[config.mk]
export PLATFORM = sky130hd
export DESIGN_NAME = shell_command_tokenizer_flat
export DESIGN_NICKNAME = d
export VERILOG_FILES = /design/src/rtl/core/stc_pkg.sv /design/src/rtl/core/stc_ifs.sv /design/src/rtl/core/stc_front.sv /design/src/rtl/core/stc_queue.sv /design/src/rtl/core/stc_back.sv /design/src/rtl/core/shell_command_tokenizer.sv /design/src/flat_wrapper.sv
export SDC_FILE = /design/constraint.sdc
export NUM_CORES = 1
export LEC_CHECK = 0
export BUFFER_PORTS_ARGS = -buffer_cell sky130_fd_sc_hd__buf_2
export CAP_MARGIN = 20
export CELL_PAD_IN_SITES_DETAIL_PLACEMENT = 1
export CELL_PAD_IN_SITES_GLOBAL_PLACEMENT = 1
export CORE_ASPECT_RATIO = 1.25
export CORE_MARGIN = 3
export CORE_UTILIZATION = 50
export DETAILED_ROUTE_END_ITERATION = 10
export PLACE_DENSITY_LB_ADDON = 0.25
export SKIP_LAST_GASP = 1
export SYNTH_ARGS = -nofsm -noshare
export SYNTH_HDL_FRONTEND = slang
export SYNTH_SLANG_ARGS = --single-unit
[constraint.sdc]
create_clock -name i_clk -period 6.1 [get_ports i_clk]
set_input_delay 1.22 -clock i_clk [delete_from_list [all_inputs] [get_ports i_clk]]
set_output_delay 1.22 -clock i_clk [all_outputs]
set_load 0.02 [all_outputs]
[src/rtl/core/stc_pkg.sv]
// Shared types and constants for the shell command tokenizer
package stc_pkg;

    localparam int KIND_W   = 2;
    localparam int CHAR_W   = 8;
    localparam int IDX_W    = 10;
    localparam int OPC_W    = 5;
    localparam int NUM_W    = 7;
    localparam int Q_DEPTH  = 2;

    localparam logic [KIND_W-1:0] KIND_CHAR   = 2'd0;
    localparam logic [KIND_W-1:0] KIND_CLOSE  = 2'd1;
    localparam logic [KIND_W-1:0] KIND_REJECT = 2'd2;

    // context flag bit positions
    localparam int F_SQ      = 0;
    localparam int F_DQ      = 1;
    localparam int F_BQ      = 2;
    localparam int F_MATH    = 3;
    localparam int F_ASSIGN  = 4;
    localparam int F_HOME    = 5;
    localparam int F_GLOB    = 6;
    localparam int F_COMMENT = 7;
    localparam int F_DOLLAR  = 8;

    typedef enum logic [OPC_W-1:0] {
        OP_NONE, OP_CONST, OP_VAR, OP_PIPE, OP_GT, OP_LT, OP_AMP, OP_ADD, OP_SUB,
        OP_MUL, OP_DIV, OP_MOD, OP_RPAR, OP_HOME, OP_APPEND, OP_ERR, OP_BOTH, OP_AND,
        OP_OR, OP_EXP, OP_SUBST, OP_ERRAPP, OP_BOTHAP, OP_KW_TRUE, OP_KW_FALSE,
        OP_GLOB, OP_ASSIGN
    } t_opcode;

    typedef struct packed {
        logic [KIND_W-1:0] kind;
        logic [CHAR_W-1:0] char_value;
        logic [IDX_W-1:0]  char_index;
        logic [OPC_W-1:0]  opcode;
        logic [IDX_W-1:0]  length;
        logic [NUM_W-1:0]  number;
        logic              line_end;
    } t_result;

endpackage

[src/rtl/core/stc_ifs.sv]
// Valid/ready channel interfaces for the byte input and the result output
interface stc_in_if;
    logic       valid;
    logic       ready;
    logic [7:0] byte_value;
    logic       last_byte;
    modport source (output valid, byte_value, last_byte, input ready);
    modport sink   (input valid, byte_value, last_byte, output ready);
endinterface

interface stc_out_if;
    logic                          valid;
    logic                          ready;
    logic [stc_pkg::KIND_W-1:0]    result_kind;
    logic [stc_pkg::CHAR_W-1:0]    char_value;
    logic [stc_pkg::IDX_W-1:0]     char_index;
    logic [stc_pkg::OPC_W-1:0]     token_opcode;
    logic [stc_pkg::IDX_W-1:0]     token_length;
    logic [stc_pkg::NUM_W-1:0]     token_number;
    logic                          line_end;
    modport source (output valid, result_kind, char_value, char_index, token_opcode,
                    token_length, token_number, line_end, input ready);
    modport sink   (input valid, result_kind, char_value, char_index, token_opcode,
                    token_length, token_number, line_end, output ready);
endinterface

[src/rtl/core/stc_front.sv]
// Front end: context tracking, byte classification and token close decisions
module stc_front #(
    parameter int MAX_LINE_BYTES = 1024,
    parameter int TOKEN_LIMIT    = 128
) (
    input  logic             i_clk,
    input  logic             i_rst_n,
    stc_in_if.sink           i_in,
    input  logic             i_full,
    output logic             o_push,
    output stc_pkg::t_result o_push_data
);
    import stc_pkg::*;

    localparam int LW  = $clog2(MAX_LINE_BYTES);
    localparam int TW  = $clog2(TOKEN_LIMIT);
    localparam int LXW = (LW > IDX_W) ? LW : IDX_W;
    localparam int TXW = (TW > NUM_W) ? TW : NUM_W;

    typedef enum logic [1:0] {ACT_DROP, ACT_APPEND, ACT_CLOSE} t_act;

    logic [8:0]    r_flags, n_flags;
    logic          r_prev_dollar, n_prev_dollar;
    logic [LW-1:0] r_len, n_len;
    logic [LW-1:0] r_pos, n_pos;
    logic [TW-1:0] r_tok, n_tok;
    logic          r_rejected, n_rejected;
    logic [7:0]    r_head [0:4];

    logic          accept;
    logic          head_we;
    t_result       res;
    logic          res_valid;

    logic [7:0]     b;
    logic           last;
    logic [8:0]     v_flags;
    t_act           act;
    logic [OPC_W-1:0] match_op;
    logic [OPC_W-1:0] close_op;
    logic [LXW-1:0] len_ext;
    logic [TXW-1:0] tok_ext;

    assign accept      = i_in.valid && i_in.ready;
    assign i_in.ready  = !i_full;
    assign b           = i_in.byte_value;
    assign last        = i_in.last_byte;
    assign len_ext     = LXW'(r_len);
    assign tok_ext     = TXW'(r_tok);

    // operator and literal match on the head bytes of the open token
    always_comb begin
        match_op = (r_head[0] == "$") ? OP_VAR : OP_CONST;
        if (r_len == '0) begin
            match_op = OP_NONE;
        end else if (r_len == LW'(1)) begin
            case (r_head[0])
                "|":     match_op = OP_PIPE;
                ">":     match_op = OP_GT;
                "<":     match_op = OP_LT;
                "&":     match_op = OP_AMP;
                "+":     match_op = OP_ADD;
                "-":     match_op = OP_SUB;
                "*":     match_op = OP_MUL;
                "/":     match_op = OP_DIV;
                "%":     match_op = OP_MOD;
                ")":     match_op = OP_RPAR;
                "~":     match_op = OP_HOME;
                default: match_op = OP_CONST;
            endcase
        end else if (r_len == LW'(2)) begin
            case ({r_head[0], r_head[1]})
                ">>":    match_op = OP_APPEND;
                "2>":    match_op = OP_ERR;
                "&>":    match_op = OP_BOTH;
                "&&":    match_op = OP_AND;
                "||":    match_op = OP_OR;
                "**":    match_op = OP_EXP;
                "$(":    match_op = OP_SUBST;
                default: match_op = OP_CONST;
            endcase
        end else if (r_len == LW'(3)) begin
            if ({r_head[0], r_head[1], r_head[2]} == "2>>") begin
                match_op = OP_ERRAPP;
            end else if ({r_head[0], r_head[1], r_head[2]} == "&>>") begin
                match_op = OP_BOTHAP;
            end else begin
                match_op = OP_CONST;
            end
        end else if (r_len == LW'(4) &&
                     {r_head[0], r_head[1], r_head[2], r_head[3]} == "true") begin
            match_op = OP_KW_TRUE;
        end else if (r_len == LW'(5) &&
                     {r_head[0], r_head[1], r_head[2], r_head[3], r_head[4]} == "false") begin
            match_op = OP_KW_FALSE;
        end
    end

    always_comb begin
        n_flags       = r_flags;
        n_prev_dollar = r_prev_dollar;
        n_len         = r_len;
        n_pos         = r_pos;
        n_tok         = r_tok;
        n_rejected    = r_rejected;
        head_we       = 1'b0;
        res_valid     = 1'b0;
        res           = '0;
        v_flags       = r_flags;
        act           = ACT_APPEND;
        close_op      = match_op;

        if (accept) begin
            if (r_rejected) begin
                if (last) begin
                    n_rejected = 1'b0;
                    n_flags = '0; n_prev_dollar = 1'b0; n_len = '0; n_tok = '0; n_pos = '0;
                end
            end else if ((r_pos == '0 && last) || r_tok == TW'(TOKEN_LIMIT - 1) ||
                         (r_pos >= LW'(MAX_LINE_BYTES - 1) && !last)) begin
                res_valid    = 1'b1;
                res.kind     = KIND_REJECT;
                res.line_end = 1'b1;
                if (last) begin
                    n_flags = '0; n_prev_dollar = 1'b0; n_len = '0; n_tok = '0; n_pos = '0;
                end else begin
                    n_rejected = 1'b1;
                end
            end else if (r_pos >= LW'(MAX_LINE_BYTES - 1)) begin
                n_flags = '0; n_prev_dollar = 1'b0; n_len = '0; n_tok = '0; n_pos = '0;
            end else begin
                if (r_prev_dollar && b == "(") v_flags[F_DOLLAR] = 1'b1;
                n_prev_dollar = (b == "$") && !v_flags[F_DOLLAR] && !last;
                n_pos = r_pos + LW'(1);

                case (b)
                    8'h22: begin v_flags[F_DQ] = !v_flags[F_DQ]; act = ACT_DROP; end
                    8'h27: begin v_flags[F_SQ] = !v_flags[F_SQ]; act = ACT_DROP; end
                    8'h60: begin v_flags[F_BQ] = !v_flags[F_BQ]; act = ACT_DROP; end
                    "(": begin
                        if (v_flags[F_DOLLAR] && !v_flags[F_MATH]) begin
                            v_flags[F_MATH]   = 1'b1;
                            v_flags[F_DOLLAR] = 1'b0;
                        end
                    end
                    ")": v_flags[F_MATH] = 1'b0;
                    "*": if (!v_flags[F_MATH]) v_flags[F_GLOB] = 1'b1;
                    "?": v_flags[F_GLOB] = 1'b1;
                    "=": v_flags[F_ASSIGN] = 1'b1;
                    "#": begin v_flags[F_COMMENT] = 1'b1; act = ACT_DROP; end
                    "~": v_flags[F_HOME] = 1'b1;
                    8'h20, 8'h0D, 8'h0A, 8'h00: begin
                        if (v_flags[F_COMMENT] && b != 8'h0A) begin
                            act = ACT_DROP;
                        end else if (v_flags == '0 || v_flags[F_MATH] || v_flags[F_ASSIGN] ||
                                     v_flags[F_GLOB] || v_flags[F_HOME]) begin
                            act = ACT_CLOSE;
                        end
                    end
                    default: ;
                endcase

                if (act == ACT_APPEND) begin
                    res_valid       = 1'b1;
                    res.kind        = KIND_CHAR;
                    res.char_value  = b;
                    res.char_index  = len_ext[IDX_W-1:0];
                    res.line_end    = last;
                    head_we         = (r_len < LW'(5));
                    n_len           = r_len + LW'(1);
                end else if (act == ACT_CLOSE) begin
                    if (v_flags[F_HOME]) begin
                        close_op = OP_HOME;   v_flags[F_HOME] = 1'b0;
                    end else if (v_flags[F_GLOB]) begin
                        close_op = OP_GLOB;   v_flags[F_GLOB] = 1'b0;
                    end else if (v_flags[F_ASSIGN]) begin
                        close_op = OP_ASSIGN; v_flags[F_ASSIGN] = 1'b0;
                    end
                    res_valid    = 1'b1;
                    res.kind     = KIND_CLOSE;
                    res.opcode   = close_op;
                    res.length   = len_ext[IDX_W-1:0];
                    res.number   = tok_ext[NUM_W-1:0];
                    res.line_end = last;
                    n_tok        = r_tok + TW'(1);
                    n_len        = '0;
                end
                n_flags = v_flags;
                if (last) begin
                    n_flags = '0; n_prev_dollar = 1'b0; n_len = '0; n_tok = '0; n_pos = '0;
                end
            end
        end
    end

    assign o_push      = res_valid;
    assign o_push_data = res;

    always_ff @(posedge i_clk) begin
        if (!i_rst_n) begin
            r_flags       <= '0;
            r_prev_dollar <= 1'b0;
            r_len         <= '0;
            r_pos         <= '0;
            r_tok         <= '0;
            r_rejected    <= 1'b0;
        end else begin
            r_flags       <= n_flags;
            r_prev_dollar <= n_prev_dollar;
            r_len         <= n_len;
            r_pos         <= n_pos;
            r_tok         <= n_tok;
            r_rejected    <= n_rejected;
        end
    end

    always_ff @(posedge i_clk) begin
        if (head_we) r_head[r_len[2:0]] <= b;
    end

endmodule

[src/rtl/core/stc_queue.sv]
// Short result queue between the front end and the output stage
module stc_queue (
    input  logic             i_clk,
    input  logic             i_rst_n,
    input  logic             i_push,
    input  stc_pkg::t_result i_push_data,
    output logic             o_full,
    input  logic             i_pop,
    output logic             o_valid,
    output stc_pkg::t_result o_data
);
    import stc_pkg::*;

    localparam int QAW = (Q_DEPTH > 1) ? $clog2(Q_DEPTH) : 1;
    localparam int CW  = $clog2(Q_DEPTH + 1);

    t_result        r_mem [0:Q_DEPTH-1];
    logic [QAW-1:0] r_wr, n_wr;
    logic [QAW-1:0] r_rd, n_rd;
    logic [CW-1:0]  r_cnt, n_cnt;
    logic           do_push, do_pop;

    assign o_full  = (r_cnt == CW'(Q_DEPTH));
    assign o_valid = (r_cnt != '0);
    assign o_data  = r_mem[r_rd];
    assign do_push = i_push && !o_full;
    assign do_pop  = i_pop && o_valid;

    always_comb begin
        n_wr  = r_wr;
        n_rd  = r_rd;
        n_cnt = r_cnt;
        if (do_push) n_wr = (r_wr == QAW'(Q_DEPTH - 1)) ? '0 : r_wr + QAW'(1);
        if (do_pop)  n_rd = (r_rd == QAW'(Q_DEPTH - 1)) ? '0 : r_rd + QAW'(1);
        if (do_push && !do_pop)      n_cnt = r_cnt + CW'(1);
        else if (do_pop && !do_push) n_cnt = r_cnt - CW'(1);
    end

    always_ff @(posedge i_clk) begin
        if (!i_rst_n) begin
            r_wr  <= '0;
            r_rd  <= '0;
            r_cnt <= '0;
        end else begin
            r_wr  <= n_wr;
            r_rd  <= n_rd;
            r_cnt <= n_cnt;
        end
    end

    always_ff @(posedge i_clk) begin
        if (do_push) r_mem[r_wr] <= i_push_data;
    end

endmodule

[src/rtl/core/stc_back.sv]
// Back end: result formatting and the registered output transfer
module stc_back (
    input  logic             i_clk,
    input  logic             i_rst_n,
    input  logic             i_q_valid,
    input  stc_pkg::t_result i_q_data,
    output logic             o_pop,
    stc_out_if.source        o_out
);
    import stc_pkg::*;

    logic    r_valid;
    t_result r_data;
    t_result fmt;

    assign o_pop = i_q_valid && (!r_valid || o_out.ready);

    // fields that do not belong to the result kind read as zero
    always_comb begin
        fmt          = '0;
        fmt.kind     = i_q_data.kind;
        fmt.line_end = i_q_data.line_end;
        case (i_q_data.kind)
            KIND_CHAR: begin
                fmt.char_value = i_q_data.char_value;
                fmt.char_index = i_q_data.char_index;
            end
            KIND_CLOSE: begin
                fmt.opcode = i_q_data.opcode;
                fmt.length = i_q_data.length;
                fmt.number = i_q_data.number;
            end
            default: fmt.line_end = 1'b1;
        endcase
    end

    always_ff @(posedge i_clk) begin
        if (!i_rst_n) begin
            r_valid <= 1'b0;
        end else if (!r_valid || o_out.ready) begin
            r_valid <= i_q_valid;
        end
    end

    always_ff @(posedge i_clk) begin
        if (o_pop) r_data <= fmt;
    end

    assign o_out.valid        = r_valid;
    assign o_out.result_kind  = r_data.kind;
    assign o_out.char_value   = r_data.char_value;
    assign o_out.char_index   = r_data.char_index;
    assign o_out.token_opcode = r_data.opcode;
    assign o_out.token_length = r_data.length;
    assign o_out.token_number = r_data.number;
    assign o_out.line_end     = r_data.line_end;

endmodule

[src/rtl/core/shell_command_tokenizer.sv]
// Shell command tokenizer top level
// Usage:
//   i_in takes one command-line byte per transfer, with last_byte marking the
//   line's final byte. o_out gives at most one result per byte: a token
//   character, a closed token with its opcode, length and number, or a
//   rejection of the line.
// Timing:
//   One byte per cycle sustained while the queue is not full. A result is
//   written to the queue on its byte's transfer edge and passes through the
//   output register before it is presented on o_out. The front end updates
//   all context in the cycle of the transfer.
// Stall:
//   A two-entry queue and the output register sit between the front end and
//   o_out. When o_out.ready is low, results collect there and i_in.ready drops
//   once the queue is full; nothing is lost.
// Reset:
//   i_rst_n clears the context, counters and queue; the next byte starts a
//   fresh line. Bytes that yield no result (quotes, comment marks) still
//   take one transfer each.
module shell_command_tokenizer #(
    parameter int MAX_LINE_BYTES = 1024,
    parameter int TOKEN_LIMIT    = 128
) (
    input  logic      i_clk,
    input  logic      i_rst_n,
    stc_in_if.sink    i_in,
    stc_out_if.source o_out
);
    import stc_pkg::*;

    logic    push, full, pop, q_valid;
    t_result push_data, q_data;

    stc_front #(
        .MAX_LINE_BYTES (MAX_LINE_BYTES),
        .TOKEN_LIMIT    (TOKEN_LIMIT)
    ) u_front (
        .i_clk       (i_clk),
        .i_rst_n     (i_rst_n),
        .i_in        (i_in),
        .i_full      (full),
        .o_push      (push),
        .o_push_data (push_data)
    );

    stc_queue u_queue (
        .i_clk       (i_clk),
        .i_rst_n     (i_rst_n),
        .i_push      (push),
        .i_push_data (push_data),
        .o_full      (full),
        .i_pop       (pop),
        .o_valid     (q_valid),
        .o_data      (q_data)
    );

    stc_back u_back (
        .i_clk     (i_clk),
        .i_rst_n   (i_rst_n),
        .i_q_valid (q_valid),
        .i_q_data  (q_data),
        .o_pop     (pop),
        .o_out     (o_out)
    );

endmodule
[src/flat_wrapper.sv]
// flat-port wrapper written by rule: the top's interface ports become plain ports
module shell_command_tokenizer_flat import stc_pkg::*;
#(
    parameter int MAX_LINE_BYTES = 1024,
    parameter int TOKEN_LIMIT    = 128
)
  (i_clk, i_rst_n, i_in_valid, i_in_byte_value, i_in_last_byte, i_in_ready, o_out_valid, o_out_result_kind, o_out_char_value, o_out_char_index, o_out_token_opcode, o_out_token_length, o_out_token_number, o_out_line_end, o_out_ready);
  stc_in_if i_in_i ();
  stc_out_if o_out_i ();
  input  logic i_clk;
  input  logic i_rst_n;
  input wire logic [$bits(i_in_i.valid)-1:0] i_in_valid;
  input wire logic [$bits(i_in_i.byte_value)-1:0] i_in_byte_value;
  input wire logic [$bits(i_in_i.last_byte)-1:0] i_in_last_byte;
  output wire logic [$bits(i_in_i.ready)-1:0] i_in_ready;
  output wire logic [$bits(o_out_i.valid)-1:0] o_out_valid;
  output wire logic [$bits(o_out_i.result_kind)-1:0] o_out_result_kind;
  output wire logic [$bits(o_out_i.char_value)-1:0] o_out_char_value;
  output wire logic [$bits(o_out_i.char_index)-1:0] o_out_char_index;
  output wire logic [$bits(o_out_i.token_opcode)-1:0] o_out_token_opcode;
  output wire logic [$bits(o_out_i.token_length)-1:0] o_out_token_length;
  output wire logic [$bits(o_out_i.token_number)-1:0] o_out_token_number;
  output wire logic [$bits(o_out_i.line_end)-1:0] o_out_line_end;
  input wire logic [$bits(o_out_i.ready)-1:0] o_out_ready;
  assign i_in_i.valid = i_in_valid;
  assign i_in_i.byte_value = i_in_byte_value;
  assign i_in_i.last_byte = i_in_last_byte;
  assign i_in_ready = i_in_i.ready;
  assign o_out_valid = o_out_i.valid;
  assign o_out_result_kind = o_out_i.result_kind;
  assign o_out_char_value = o_out_i.char_value;
  assign o_out_char_index = o_out_i.char_index;
  assign o_out_token_opcode = o_out_i.token_opcode;
  assign o_out_token_length = o_out_i.token_length;
  assign o_out_token_number = o_out_i.token_number;
  assign o_out_line_end = o_out_i.line_end;
  assign o_out_i.ready = o_out_ready;
  shell_command_tokenizer #(.MAX_LINE_BYTES(MAX_LINE_BYTES), .TOKEN_LIMIT(TOKEN_LIMIT)) u_core (.i_clk(i_clk), .i_rst_n(i_rst_n), .i_in(i_in_i), .o_out(o_out_i));
endmodule
# Yosys cells after proc, flatten, opt, wreduce, memory -nomap -nowiden
# Memories as Yosys holds them, arrays and structs flattened. A register that Yosys moved wholly into a read port is not among the register bits.
# Cells that the tools add are included.
[totals]
register_bits = 86
ramBits = 126
input_bits = 13
memories = 2
[mem_list]
columns = ["memory", "depth", "width", "rd", "rd_ports_with_merged_regs", "wr", "line_no", "rtl"]
rows = [
  ["u_core.u_queue.r_mem", 2, 43, 1, 1, 1, "stc_queue.sv:17", "t_result r_mem [0:Q_DEPTH-1];"],
  ["u_core.u_front.r_head", 5, 8, 5, 0, 1, "stc_front.sv:28", "logic [7:0] r_head [0:4];"],
]
[op_classes]
n_addsub = 7
order_cmp = 2
eq_ne = 50
n_mux = 120
reduce_logical = 56
[op_table]
columns = ["cell", "count"]
rows = [
  ["== test 8 x 6 -> 1 bit, second input constant", 20],
  ["2-to-1 mux 10 bit", 12],
  ["== test 16 x 14 -> 1 bit, second input constant", 6],
  ["2-to-1 mux 43 bit", 2],
  ["2-to-1 mux 1 bit", 61],
  ["2-to-1 mux 5 bit", 11],
  ["2-to-1 mux 7 bit", 7],
  ["== test 24 x 22 -> 1 bit, second input constant", 2],
  ["2-to-1 mux 9 bit", 5],
  ["one-hot mux 4 bit (11 select lines)", 1],
  ["2-to-1 mux 42 bit", 1],
  ["== test 40 x 39 -> 1 bit, second input constant", 1],
  ["2-to-1 mux 40 bit", 1],
  ["one-hot mux 5 bit (7 select lines)", 1],
  ["== test 32 x 31 -> 1 bit, second input constant", 1],
  ["== test 8 x 7 -> 1 bit, second input constant", 4],
  ["nonzero test 5 bit", 5],
  ["2-to-1 mux 23 bit", 1],
  ["2-to-1 mux 22 bit", 1],
  ["adder 10 x 1 -> 10 bit, second input constant", 2],
  ["== test 10 x 2 -> 1 bit, second input constant", 2],
  ["== test 10 x 3 -> 1 bit, second input constant", 2],
  ["logical NOT 10 bit", 2],
  ["2-to-1 mux 2 bit", 10],
  ["31 further kinds", 74],
]

# Logic depth before layout (Yosys ltp)
[depth]
word_depth = 31
mapped_depth = 14

# Hierarchy
# Synthesis repeated with hierarchy kept, for this count alone.
[unflattened]
hier_cells = 793
area_unflattened_um2 = 9924.5
[by_module_without_submodules]
columns = ["module", "n_inst", "cells_per_inst", "area_per_inst_um2"]
rows = [
  ["stc_front", 1, 541, 4918.5],
  ["stc_queue", 1, 159, 3338.2],
  ["stc_back", 1, 93, 1667.8],
]

# Worst setup path after synthesis
# Ideal clock, no wire load.
[synth_timing]
kind = "input -> register"
startpoint = "input port i_in_byte_value[4]"
endpoint = "memory u_core.u_queue.r_mem[1][0] (netlist name), enable pin"
setup_ps = 450
t_arrival_ps = 5170
required_ps = 5650
slack_ps = 480
path_stages = 10
path_buffers = 1
path_cell_list = "clkbuf_1 -> or4b_2 -> nor3_1 -> a21oi_1 -> a21oi_1 -> nand2_1 -> o221ai_1 -> ha_1 -> a2bb2oi_1 -> nor2b_1"
[synth_via]
elab_chain_len = 29
[synth_lines]
columns = ["element", "line_no", "rtl"]
rows = [
  ["start, declared", "flat_wrapper.sv:13", "input wire logic [$bits(i_in_i.byte_value)-1:0] i_in_byte_value;"],
  ["== test 8 x 6 -> 1 bit", "stc_front.sv:132", "if (r_prev_dollar && b == \"(\") v_flags[F_DOLLAR] = 1'b1;"],
  ["logical AND 1 bit", "stc_front.sv:132", ""],
  ["2-to-1 mux 1 bit", "stc_front.sv:132", ""],
  ["2-to-1 mux 1 bit", "stc_front.sv:129", "end else if (r_pos >= LW'(MAX_LINE_BYTES - 1)) begin"],
  ["2-to-1 mux 1 bit", "stc_front.sv:119", "end else if ((r_pos == '0 && last) || r_tok == TW'(TOKEN_LIMIT - 1) ||"],
  ["2-to-1 mux 1 bit", "stc_front.sv:114", "if (r_rejected) begin"],
  ["2-to-1 mux 1 bit", "stc_front.sv:113", "if (accept) begin"],
  ["logical NOT 9 bit", "stc_front.sv:155", "end else if (v_flags == '0 || v_flags[F_MATH] || v_flags[F_ASSIGN] ||"],
  ["[13 not listed]", "n/a", ""],
  ["2-to-1 mux 1 bit *", "stc_front.sv:163", "if (act == ACT_APPEND) begin"],
  ["2-to-1 mux 1 bit *", "stc_front.sv:129", ""],
  ["2-to-1 mux 1 bit *", "stc_front.sv:119", ""],
  ["2-to-1 mux 1 bit *", "stc_front.sv:114", ""],
  ["2-to-1 mux 1 bit *", "stc_front.sv:113", ""],
  ["logical AND 1 bit *", "stc_queue.sv:26", "assign do_push = i_push && !o_full;"],
  ["2-to-1 mux 1 bit *", "stc_queue.sv:52", "if (do_push) r_mem[r_wr] <= i_push_data;"],
  ["2-to-1 mux 1 bit (not written as such) *", "stc_queue.sv:52", ""],
  ["end, declared", "stc_queue.sv:17", ""],
]
# Every way passes the cells marked *; elsewhere a longest branch is shown, timed or not. The select of a mux whose other input is x is not followed.

# Worst setup path in the final report
[layout_timing]
startpoint = "input port i_in_byte_value[5]"
endpoint = "register u_core.u_queue.r_cnt[1]"
[layout_via]
elab_chain_len = 30
[layout_lines]
columns = ["element", "line_no", "rtl"]
rows = [
  ["== test 8 x 6 -> 1 bit", "stc_front.sv:132", ""],
  ["logical AND 1 bit", "stc_front.sv:132", ""],
  ["2-to-1 mux 1 bit", "stc_front.sv:132", ""],
  ["2-to-1 mux 1 bit", "stc_front.sv:129", ""],
  ["2-to-1 mux 1 bit", "stc_front.sv:119", ""],
  ["2-to-1 mux 1 bit", "stc_front.sv:114", ""],
  ["2-to-1 mux 1 bit", "stc_front.sv:113", ""],
  ["logical NOT 9 bit", "stc_front.sv:155", ""],
  ["[15 not listed]", "n/a", ""],
  ["2-to-1 mux 1 bit *", "stc_front.sv:119", ""],
  ["2-to-1 mux 1 bit *", "stc_front.sv:114", ""],
  ["2-to-1 mux 1 bit *", "stc_front.sv:113", ""],
  ["logical AND 1 bit *", "stc_queue.sv:26", ""],
  ["net u_core.u_queue.do_push", "stc_queue.sv:21", "logic do_push, do_pop;"],
  ["logical NOT 1 bit", "stc_queue.sv:36", "else if (do_pop && !do_push) n_cnt = r_cnt - CW'(1);"],
  ["logical AND 1 bit", "stc_queue.sv:36", ""],
  ["nonzero test 2 bit (no source line)", "n/a", ""],
  ["end signal, assigned", "stc_queue.sv:47", "r_cnt <= n_cnt;"],
  ["end, declared", "stc_queue.sv:20", "logic [CW-1:0] r_cnt, n_cnt;"],
]
# Mark *: on every way through the listed nets, which the timed path passes. The rest lies on a longest branch. The select of a mux whose other input is x is not followed.
# A chain may end at the register's enable or synchronous reset.

==> results.json <==
{
  "insertedDiodeCount": 0,
  "start_kind": "input port",
  "ys_async_sr_fraction": 0,
  "critical_path_required_ns": 6.52,
  "startpoint": "i_in_byte_value[5]",
  "worstSetupPathType": "input port to register",
  "power_leakage_nw": 3.894,
  "seq_area_frac_synth": 0.6212,
  "dr.pass1.iters": 5,
  "power_mw": 4.287,
  "grtUsageTotal": 0.2272,
  "htreeDepth": 1,
  "grt_max_degree": 46,
  "slew_headroom": 0.2794,
  "grt_pass1_vias": 7187,
  "fin_tns_setup_ns": 0,
  "rsz0062_at_grt": "false",
  "die_x_um": 129.9,
  "r2r_cells": 8,
  "stdcell_count": 1083,
  "std_cell_rows": 56,
  "yosys_register_bits": 213,
  "drtIter0Drc": 475,
  "r2r_setup_slack_ns": 2.93,
  "cellPowerDensity_nw_per_um2": 397.3,
  "fin_util": 0.5747,
  "vias": 6664,
  "layout_common_cells": "edfxtp_1 (169), nor2_1 (86), buf_2 (57), and3_1 (46), dfxtp_1 (43)",
  "fmax_mhz": 233.2,
  "postSynthAreaPerCell_sq_um": 12.24,
  "crit_path_max_fanout": 17,
  "gp_congestion": 0.9155,
  "synth_cell_types": 79,
  "vias_per_cell": 6.153,
  "drive_above_1_share": 0.1563,
  "cts_tree": "yes",
  "cap_violations": 0,
  "setup_viol": 0,
  "synth-main-ff-cell": "edfxtp_1",
  "io_pins": 58,
  "fin_ws_ns": 1.812,
  "ctsLongestPathBuffers": 3,
  "synth_area_leaders": "edfxtp_1 (53%), dfxtp_1 (9.2%), mux2i_1 (4.4%)",
  "crit_path_end": "u_core.u_queue.r_cnt[1]",
  "hold_class": "register to register",
  "nets": 860,
  "synth_top_area_cell": "edfxtp_1",
  "clkSlewWorstSetupHoldPaths_ns": 0.06,
  "hold_viol_final": 0,
  "core-area_sq_um": 18780,
  "skew_ns": 0.01680,
  "area_delta_synth_final_pct": 12.57,
  "clk_latency_ns": 0.51,
  "cts_hold_buf": 0,
  "ir_drop_uv": 240.3,
  "yosysWarnings": 0,
  "fp.dieH_um": 160.8,
  "cp-end-kind": "register",
  "antenna_found_initial": 0,
  "grt_pass1_wl_mm": 38.25,
  "cts_resized": 0,
  "place_hpwl_mm": 15.96,
  "syn_area_sq_um": 9587,
  "arrival_ns": 4.71,
  "dpl.cell_count": 1043,
  "drc": 0,
  "fin_crit_sh": 0.7030,
  "syn_inst": 783,
  "antenna_left": 0,
  "timing.rr.start": "u_core.u_front.r_tok[0]",
  "dieArea_sq_um": 20880,
  "wl_per_cell_um": 21.52,
  "final_common_cell": "edfxtp_1",
  "cts_setup_buffers": 0,
  "finalMaxSlewViolations": 0,
  "tightest_slew_ns": 1.073,
  "reg2reg_to": "u_core.u_front.r_head[0][1]",
  "netlist.area_leader.share": 0.5294,
  "synth_edf_count": 169,
  "status": "complete, no violations",
  "root_buffer": "clkbuf_16",
  "cts_made_buffers": 22,
  "fin_crit_ns": 4.288,
  "io_buffers": 57,
  "grt_overflow_total": 0,
  "syn_nets": 807,
  "post-place-ws_ns": 1.247,
  "drt_wl_total_mm": 23.30,
  "start_util": 0.5105,
  "clock_sinks": 213
}
## routing by layer
layer / part of all wire / track usage / vias to the layer above
met5: 0 / 0 / -
met4: 0.034 / 0.08034 / 0
met3: 0.032 / 0.02628 / 62
met2: 0.52 / 0.3956 / 149
met1: 0.42 / 0.2913 / 3367
li1: - / - / 3086
## sequential cells by signal, summed over array words and instances (netlist names), named ones only
register / flops
u_core.u_back.o_out.token_number: 7
u_core.u_back.o_out.result_kind: 2
u_core.u_back.o_out.char_index: 10
u_core.u_queue.r_mem: 86
u_core.u_back.o_out.token_length: 10
u_core.u_front.r_rejected: 1
u_core.u_back.o_out.line_end: 1
u_core.u_front.len_ext: 10
u_core.u_front.r_flags: 9
u_core.u_queue.r_rd: 1
u_core.u_front.r_tok: 7
u_core.u_back.o_out.char_value: 8
u_core.u_back.o_out.token_opcode: 5
u_core.u_front.r_pos: 10
u_core.u_front.r_prev_dollar: 1
u_core.u_queue.r_wr: 1
u_core.u_queue.r_cnt: 2
u_core.u_front.r_head: 40
u_core.u_back.o_out.valid: 1
## per-stage QoR
| stage | instance area [sq um] | hold WS (ns) |
|---|---|---|
| global route | 10790 | 0.5147 |
| finish | 10790 | 0.4994 |
| CTS | 10780 | 0.4985 |
| global placement | 10080 | 0.4611 |
| detailed placement | 10080 | 0.4901 |
| floorplan | 9587 | 0.4393 |
## critical path, cell delays in order
cell and delay [ns]:
buf_2 0.27, or4b_2 0.65, nor3_1 0.28, a21oi_1 0.15, a21oi_1 0.20, nand2_1 0.10, o221ai_1 0.09, ha_1 0.26
a2bb2oi_1 0.55, inv_1 0.10, ha_1 0.35, or3_1 0.35, a21oi_1 0.14
## cell type report
cell class / instances / area (sq um)
Clock buffer: 30 / 601.8
Multi-Input combinational cell: 512 / 3407
Fill cell: 1911 / 7986
Tap cell: 232 / 290.3
Timing Repair Buffer: 66 / 352.8
Inverter: 21 / 78.83
Sequential cell: 213 / 5957
Clock inverter: 9 / 103.9
## cell families after synthesis
family                     share of synthesized area
DFF                                           0.6212
buffers and inverters                        0.02571
xor gates and xnor gates                    0.006395
muxes                                        0.04620
AOI/OAI and AO/OA                            0.09241
and+or+nand+nor                               0.1937
adders and majority gates                    0.01436
## where the power goes
part | switching, mW | internal (mW) | leakage (nW)
Combinational | 0.659 | 0.282 | 1.57
Clock | 0.542 | 0.780 | 0.347
Sequential | 0.0955 | 1.93 | 1.98
Total | 1.30 | 2.99 | 3.89
## cell usage after synthesis, types with 19 or more instances
| master | count |
|---|---|
| nand2_1 | 39 |
| nor2_1 | 88 |
| edfxtp_1 | 169 |
| clkbuf_1 | 25 |
| a21oi_1 | 21 |
| inv_1 | 21 |
| and3_1 | 46 |
| nor3_1 | 19 |
| dfxtp_1 | 44 |
| o21ai_0 | 30 |
| mux2i_1 | 42 |
## worst min-delay path by stage
| stage | start | to | cells after the start |
|---|---|---|---|
| finish | u_core.u_front.r_flags[1] | u_core.u_front.r_flags[1] | 1 |
| global route | u_core.u_front.r_prev_dollar | u_core.u_front.r_prev_dollar | 2 |
| CTS | u_core.u_front.r_prev_dollar | u_core.u_front.r_prev_dollar | 2 |
| detailed placement | u_core.u_front.r_prev_dollar | u_core.u_front.r_prev_dollar | 2 |
| global placement | u_core.u_front.r_flags[6] | u_core.u_front.r_flags[6] | 2 |
| floorplan | u_core.u_front.r_flags[1] | u_core.u_front.r_flags[1] | 1 |
Power figures use the tool's default switching activity.
